<file path="src/rtl/core/ldc_pkg.sv">
// shared types and constants of the length-prefixed datagram checker
package ldc_pkg;

  // stream markers and length bound
  localparam logic [7:0]  START_MARK = 8'd2;
  localparam logic [7:0]  END_MARK   = 8'd3;
  localparam logic [31:0] MIN_LENGTH = 32'd5;

  // register reset values
  localparam logic [23:0] MAX_LENGTH_RESET = 24'd131072;
  localparam logic [7:0]  MARKED_ID_RESET  = 8'd67;

  // configuration register indexes
  localparam logic [0:0] CFG_MAX_LENGTH = 1'b0;
  localparam logic [0:0] CFG_MARKED_ID  = 1'b1;

  // result status codes
  localparam logic [2:0] ST_OK        = 3'd0;
  localparam logic [2:0] ST_BAD_SUM   = 3'd1;
  localparam logic [2:0] ST_BAD_START = 3'd2;
  localparam logic [2:0] ST_BAD_END   = 3'd3;
  localparam logic [2:0] ST_BAD_LEN   = 3'd4;

  // parser phase, one-hot
  typedef enum logic [6:0] {
    PH_LEN     = 7'b0000001,
    PH_START   = 7'b0000010,
    PH_ID      = 7'b0000100,
    PH_PAYLOAD = 7'b0001000,
    PH_END     = 7'b0010000,
    PH_CKLO    = 7'b0100000,
    PH_CKHI    = 7'b1000000
  } phase_t;

  // one result, dg_id in the lowest bits
  typedef struct packed {
    logic [2:0]  status;
    logic        is_marked;
    logic [15:0] sum_received;
    logic [15:0] sum_computed;
    logic [31:0] dg_length;
    logic [7:0]  dg_id;
  } result_t;

endpackage

</file>
<file path="src/rtl/core/ldc_parser.sv">
// byte-wise datagram parser: phase tracking, running sum and result build
module ldc_parser (
  input  logic             clk,
  input  logic             rst,
  input  logic             fire,
  input  logic [7:0]       data_byte,
  input  logic [23:0]      max_length,
  input  logic [7:0]       marked_id,
  output logic             res_valid,
  output ldc_pkg::result_t res
);
  import ldc_pkg::*;

  phase_t      phase, phase_next;
  logic [1:0]  len_idx, len_idx_next;
  logic [31:0] frame_length, frame_length_next;
  logic [23:0] remaining, remaining_next;
  logic [15:0] running_sum, running_sum_next;
  logic [7:0]  held_id, held_id_next;
  logic        start_ok, start_ok_next;
  logic        end_ok, end_ok_next;
  logic [7:0]  checksum_low, checksum_low_next;

  logic [31:0] len_word;
  logic        len_bad;
  logic [15:0] recv_sum;

  // length word as it stands after this byte
  always_comb begin
    if (len_idx == 2'd0) begin
      len_word = {24'd0, data_byte};
    end else begin
      len_word = frame_length | ({24'd0, data_byte} << {len_idx, 3'b000});
    end
  end

  assign len_bad = (len_word < MIN_LENGTH) || (len_word[31:24] != 8'd0) ||
                   (len_word[23:0] > max_length);
  assign recv_sum = {data_byte, checksum_low};

  always_comb begin
    phase_next        = phase;
    len_idx_next      = len_idx;
    frame_length_next = frame_length;
    remaining_next    = remaining;
    running_sum_next  = running_sum;
    held_id_next      = held_id;
    start_ok_next     = start_ok;
    end_ok_next       = end_ok;
    checksum_low_next = checksum_low;
    res_valid         = 1'b0;
    res               = '0;

    unique case (phase)
      PH_START: begin
        start_ok_next = (data_byte == START_MARK);
        phase_next    = PH_ID;
      end
      PH_ID: begin
        held_id_next     = data_byte;
        running_sum_next = {8'd0, data_byte};
        phase_next       = (remaining == 24'd0) ? PH_END : PH_PAYLOAD;
      end
      PH_PAYLOAD: begin
        running_sum_next = running_sum + {8'd0, data_byte};
        remaining_next   = remaining - 24'd1;
        if (remaining == 24'd1) begin
          phase_next = PH_END;
        end
      end
      PH_END: begin
        end_ok_next = (data_byte == END_MARK);
        phase_next  = PH_CKLO;
      end
      PH_CKLO: begin
        checksum_low_next = data_byte;
        phase_next        = PH_CKHI;
      end
      PH_CKHI: begin
        res_valid        = 1'b1;
        res.dg_id        = held_id;
        res.dg_length    = frame_length;
        res.sum_computed = running_sum;
        res.sum_received = recv_sum;
        res.is_marked    = (held_id == marked_id);
        if (recv_sum != running_sum) begin
          res.status = ST_BAD_SUM;
        end else if (!start_ok) begin
          res.status = ST_BAD_START;
        end else if (!end_ok) begin
          res.status = ST_BAD_END;
        end else begin
          res.status = ST_OK;
        end
        phase_next   = PH_LEN;
        len_idx_next = 2'd0;
      end
      default: begin
        // length bytes; an illegal code also lands here
        frame_length_next = len_word;
        len_idx_next      = len_idx + 2'd1;
        phase_next        = PH_LEN;
        if (len_idx == 2'd3) begin
          remaining_next = len_word[23:0] - MIN_LENGTH[23:0];
          if (len_bad) begin
            res_valid     = 1'b1;
            res.dg_length = len_word;
            res.status    = ST_BAD_LEN;
          end else begin
            phase_next = PH_START;
          end
        end
      end
    endcase
  end

  always_ff @(posedge clk) begin
    if (rst) begin
      phase   <= PH_LEN;
      len_idx <= 2'd0;
    end else if (fire) begin
      phase   <= phase_next;
      len_idx <= len_idx_next;
    end
  end

  always_ff @(posedge clk) begin
    if (fire) begin
      frame_length <= frame_length_next;
      remaining    <= remaining_next;
      running_sum  <= running_sum_next;
      held_id      <= held_id_next;
      start_ok     <= start_ok_next;
      end_ok       <= end_ok_next;
      checksum_low <= checksum_low_next;
    end
  end

endmodule

</file>
<file path="src/rtl/core/length_prefixed_datagram_checker_top.sv">
// top level of the length-prefixed datagram checker
// Takes a byte stream of back-to-back datagrams (4-byte little-endian length,
// start marker, id, payload, end marker, 16-bit little-endian additive
// checksum) and delivers one result per datagram on the master side: id,
// length, computed and received sums, the marked flag and a status (ok, bad
// checksum, bad start marker, bad end marker, bad length). A length under 5
// or above max_length gives a bad-length result as soon as its fourth byte
// arrives, after which the next length word is expected. One byte is taken
// per clock while the input side is not stalled: a request lands in an input
// register, the parser handles it combinationally against its phase register
// and writes any result to the output register. The input
// side stalls only when a byte that yields a result (last checksum byte or
// rejected length) meets a full output register that is not being drained.
// Configuration writes are taken in any cycle and are meant for idle periods.
module length_prefixed_datagram_checker_top (
  input  logic        clk,
  input  logic        rst,
  // input stream
  input  logic        s_axis_tvalid,
  output logic        s_axis_tready,
  input  logic [7:0]  s_axis_tdata,   // data_byte
  // result stream
  output logic        m_axis_tvalid,
  input  logic        m_axis_tready,
  output logic [79:0] m_axis_tdata,   // dg_id, dg_length, sum_computed,
                                      // sum_received, is_marked, status, zero pad
  // configuration writes
  input  logic        cfg_we,
  input  logic [0:0]  cfg_index,      // 0 max_length, 1 marked_id
  input  logic [23:0] cfg_wdata
);
  import ldc_pkg::*;

  // configuration registers
  logic [23:0] max_length;
  logic [7:0]  marked_id;

  // input register
  logic        in_valid;
  logic [7:0]  in_byte;

  // output register
  logic        out_valid;
  result_t     out_res;

  // parser hookup
  logic        proc_fire;
  logic        res_valid;
  result_t     res;

  always_ff @(posedge clk) begin
    if (rst) begin
      max_length <= MAX_LENGTH_RESET;
      marked_id  <= MARKED_ID_RESET;
    end else if (cfg_we) begin
      unique case (cfg_index)
        CFG_MAX_LENGTH: max_length <= cfg_wdata;
        CFG_MARKED_ID:  marked_id  <= cfg_wdata[7:0];
        default:        ;
      endcase
    end
  end

  // a byte with no result never waits; one with a result needs a free slot
  assign proc_fire     = in_valid && (!res_valid || !out_valid || m_axis_tready);
  assign s_axis_tready = !in_valid || proc_fire;

  always_ff @(posedge clk) begin
    if (rst) begin
      in_valid <= 1'b0;
    end else if (s_axis_tready) begin
      in_valid <= s_axis_tvalid;
    end
  end

  always_ff @(posedge clk) begin
    if (s_axis_tvalid && s_axis_tready) begin
      in_byte <= s_axis_tdata;
    end
  end

  ldc_parser u_parser (
    .clk        (clk),
    .rst        (rst),
    .fire       (proc_fire),
    .data_byte  (in_byte),
    .max_length (max_length),
    .marked_id  (marked_id),
    .res_valid  (res_valid),
    .res        (res)
  );

  // result register, refilled in the cycle it drains
  always_ff @(posedge clk) begin
    if (rst) begin
      out_valid <= 1'b0;
    end else if (proc_fire && res_valid) begin
      out_valid <= 1'b1;
    end else if (m_axis_tready) begin
      out_valid <= 1'b0;
    end
  end

  always_ff @(posedge clk) begin
    if (proc_fire && res_valid) begin
      out_res <= res;
    end
  end

  assign m_axis_tvalid = out_valid;
  assign m_axis_tdata  = {4'd0, out_res};

`ifndef NO_ASSERTIONS
  // bad-length results carry only the length
  a_bad_len_fields: assert property (@(posedge clk) disable iff (rst)
    (out_valid && out_res.status == ST_BAD_LEN) |->
      (out_res.dg_id == 8'd0 && out_res.sum_computed == 16'd0 &&
       out_res.sum_received == 16'd0 && !out_res.is_marked))
    else $error("bad-length result with nonzero fields");

  // any other result came from an accepted length
  a_len_in_range: assert property (@(posedge clk) disable iff (rst)
    (out_valid && out_res.status != ST_BAD_LEN) |->
      (out_res.dg_length >= MIN_LENGTH && out_res.dg_length[31:24] == 8'd0))
    else $error("result from a length that should have been rejected");

  // never overwrite a result still waiting
  a_no_overwrite: assert property (@(posedge clk) disable iff (rst)
    (proc_fire && res_valid && out_valid) |-> m_axis_tready)
    else $error("result register overwritten");

  // stall only with a byte held
  a_stall_holds_byte: assert property (@(posedge clk) disable iff (rst)
    !s_axis_tready |-> in_valid)
    else $error("input stalled with empty input register");
`endif

endmodule
</file>
<file path="config.mk">
export PLATFORM = sky130hd
export DESIGN_NAME = length_prefixed_datagram_checker_top
export DESIGN_NICKNAME = d
export VERILOG_FILES = /design/src/rtl/core/ldc_pkg.sv /design/src/rtl/core/ldc_parser.sv /design/src/rtl/core/length_prefixed_datagram_checker_top.sv
export SDC_FILE = /design/constraint.sdc
export NUM_CORES = 1
export LEC_CHECK = 0
export BUFFER_PORTS_ARGS = -buffer_cell sky130_fd_sc_hd__buf_2
export CAP_MARGIN = 20
export CORE_ASPECT_RATIO = 1.75
export CORE_MARGIN = 2
export CORE_UTILIZATION = 45
export CTS_BUF_LIST = sky130_fd_sc_hd__clkbuf_8
export DETAILED_ROUTE_END_ITERATION = 8
export PLACE_DENSITY_LB_ADDON = 0.12
export SYNTH_ARGS = -nofsm -noshare
export SYNTH_HDL_FRONTEND = slang
export SYNTH_SLANG_ARGS = --single-unit
</file>
<file path="constraint.sdc">
create_clock -name clk -period 12.45 [get_ports clk]
set_input_delay 1.245 -clock clk [delete_from_list [all_inputs] [get_ports clk]]
set_output_delay 1.245 -clock clk [all_outputs]
set_load 0.05 [all_outputs]
</file>
==> run summary <==
Run status
• completed — status

GRT
• 0.224 — met1 global-route usage
• 0.429 — met2 global-route usage
• 0 — GRT Residual Overflow
• 7,642 — number of global-route vias before repair
• 0 — number of antenna violations at the first check in global routing
• 0.219 — total global-route track usage
• 0.0247 — GR met3 Demand/Resource
• met2 — Most Used Layer, Global Route
• 73 — maximum number of pins on one net before global-route repair
• 42,200 um — first-pass GRT wire length

Timing
• 0.987 ns — slew at the pin with the worst max-slew slack
• 0.340 — headroom to the max-slew limit
• false — unrepaired setup endpoints after global routing
• 0 ns — aggregate negative setup slack
• 0 — final-report hold violation count
• 0.456 ns — tightest hold margin
• 0.155 GHz — Fmax
• 0 — Max Transition Viols Final
• 6.46 ns — time the final worst path needs with I/O delays and setup
• 0.519 — final worst path period share
• 0 — setup violation total in the final timing report
• 0.0175 ns — Worst Skew

Routing
• 440 — number of violations reported at the end of detailed-routing iteration 0
• 7,709 — vias after detailed routing
• 0 — Antenna Nets Post-Route
• 28,100 um — overall routed net length
• 5.35 — vias per inst
• 19.5 um — WL/cell
• 5 — 1st-pass router iterations
• 0 — Remaining DRCs

Layout
• 174 x edfxtp_1, 121 x nand2_1, 115 x buf_2 — most frequent cells in the layout
• 0 — antenna cell count
• edfxtp_1 — most common cell after layout, fill and taps aside
• 1,441 — post-route non-filler standard cell count
• 1,185 — layout net count
• 14.5% — Layout area overhead
• 0.181 — layout cell share with drive strength beyond 1

Placed design
• 1,384 — number of instances in the placed design
• 115 — count of input and output buffers
• 20,600 um — Final HPWL DP
• 0.920 — placer congestion estimate

Synthesis
• edfxtp_1 — cell type contributing the most total cell area after synthesis
• 0 — proportion of register bits with asynchronous set or reset after synthesis
• 217 — register bit count reported by yosys
• edfxtp_1 48%, dfxtp_1 7.9%, ha_1 4.3%, nand2_1 4.2%, xnor2_1 4.0% — top cells by area in the synthesized netlist
• 0.562 — sequential element share of the synthesized area
• 72 — number of distinct standard cells referenced by the synthesized netlist
• 990 — number of standard cells after synthesis
• 10.9 sq um — mean area per synthesized cell
• 0 — Yosys warnings
• edfxtp_1 — most used flip-flop cell after synthesis
• 174 — number of enable flip-flop cells after synthesis
• 0.482 — Yosys top cell area share
• 10,800 sq um — netlist area before placement

CTS
• 0 — setup repair bufs after CTS
• 0 — Post-CTS Resized
• 1 — number of H-tree branching levels
• 0.58 ns — clock latency on the worst-skew pair
• built — clock tree from TritonCTS
• 217 — CTS Sinks
• clkbuf_8 — clock root buffer
• 0 — CTS Hold Buffers Added
• 31 — number of CTS-inserted buffers
• 3 — worst-case clock buffer depth
• 0.06 ns — clock edge transition at the registers on the reported setup and hold paths

Power and ir drop
• 0.198 — portion of total power attributed to combinational logic
• 0.474 — sequential power share
• 1.30 mW — Int Pwr
• 148 nW/um^2 — power density over cell area
• 0.0839 mV — Max IR drop VDD
• 0.540 mW — switching pwr
• 4.71 nW — Lkg Pwr
• 1.84 mW — post-route total power
• 0.327 — Clock power frac
• 0.293 — switching power share of the total

Die
• 120 — ports placed on the boundary
• 25,400 sq um — die area
• 209 um — vertical die dimension
• 0.455 — Initial Utilization
• 75 — standard-cell row count
• 121 um — horizontal die dimension
• 23,800 sq um — area of the core

Critical path
• dfxtp_1 — Max stage delay cell, worst path
• output pin — type of destination of the critical path
• 0.65 ns — delay of the slowest cell on the worst path
• 17 — largest fanout on the critical path
• flip-flop — Worst Setup Start Kind
• inv_1, ha_1, buf_4, o21bai_4, a22oi_1, inv_1, ha_1, nand4_1, or2_2, nor2b_1, a21oi_1, or3_4, nor2_2, o21a_1, or3_1, buf_2 — crit-path cells
• u_parser.len_idx[0] — launch point of the worst reg-to-reg path
• u_parser.len_idx[0] — CP Launch Point
• 11.20 ns — Data required, critical path
• flip-flop to output pin — category of the most critical setup path
• 5.22 ns — arrival time at the worst endpoint

Min path
• max_length[21] — startpoint of the worst hold path
• flip-flop to flip-flop — Hold WC Path Type

Flow run
• 0 — max-capacitance violation count

[state kept, by name, summed over array words and instances (netlist names)]
register and flops:
u_parser.phase 7, in_valid 1, u_parser.frame_length 32, u_parser.running_sum 16, u_parser.start_ok 1, m_axis_tdata 76, m_axis_tvalid 1, max_length 24
u_parser.checksum_low 8, u_parser.end_ok 1, u_parser.len_idx 2, in_byte 8, u_parser.held_id 8, u_parser.remaining 24, marked_id 8
[final timing paths]
check	slack [ns]	cells after the start	endpoint
worst min register to register	0.46	2	max_length[21]
worst max-delay path	5.99	16	s_axis_tready
worst max register to register	6.88	16	u_parser.frame_length[9]
worst min-delay path	0.46	2	max_length[21]
[critical path: cells and delay by family, from the launching register on]
kind	cells	cell delay, ns
AND/OR/NAND/NOR	6	1.27
buffers and inverters	4	0.86
AO/OA/AOI/OAI	4	1.05
adder cells (fa/ha/maj)	2	0.80
flip-flops	1	0.65
[power by group through the flow]
stage          sequential [mW]  clock [mW]  combinational [mW]
2_1_floorplan            0.881           0               0.257
3_3_place_gp             0.886           0               0.360
3_5_place_dp             0.887           0               0.362
4_1_cts                  0.872       0.620               0.365
5_1_grt                  0.877       0.649               0.403
6_report                 0.873       0.602               0.365
[stage by stage]
stage          utilization  setup slack, ns  instance area (sq um)
6_report             0.520             5.99                  12400
5_1_grt              0.520             5.64                  12400
4_1_cts              0.520             6.02                  12400
3_5_place_dp         0.492             6.70                  11700
3_3_place_gp         0.492             6.79                  11700
2_1_floorplan            -             5.57                  10800
[logic make-up after synthesis]
family / Yosys count / synth area share
mux: 5 / 0.00474
fa+ha+maj: 38 / 0.0446
xor+xnor: 75 / 0.0606
other cells: 1 / 0.000346
buf+inv: 105 / 0.0409
compound gates: 195 / 0.119
simple gates: 354 / 0.168
flops: 217 / 0.562
[per-layer routing]
metal	up-vias	wire length, um
met5	-	0
li1	3786	-
met1	3683	10100
met3	65	964
met2	175	15700
met4	0	1270
[synth_stat cells (9+ instances only)]
master    instances
xnor2_1          49
clkbuf_1         38
and2_1           41
nor4_1           13
nand2b_1          9
a21oi_1          77
o21ai_0          33
edfxtp_1        174
xor2_1           26
or3_1            10
dfxtp_1          43
a22o_1           34
nor3_1           14
inv_1            52
nand2_1         121
nor2_1           67
ha_1             37
nand4_1          12
nand3b_1         15
[area by class of cell]
class,count,area (sq um)
repair buffers,134,718
inverters,54,203
flip-flops and latches,217,6090
well taps,308,385
clock buffers,37,509
fillers,2213,11400
clock inverters,20,161
multi-input cells,671,4340
Note: power is estimated with default switching activity, not from simulation.
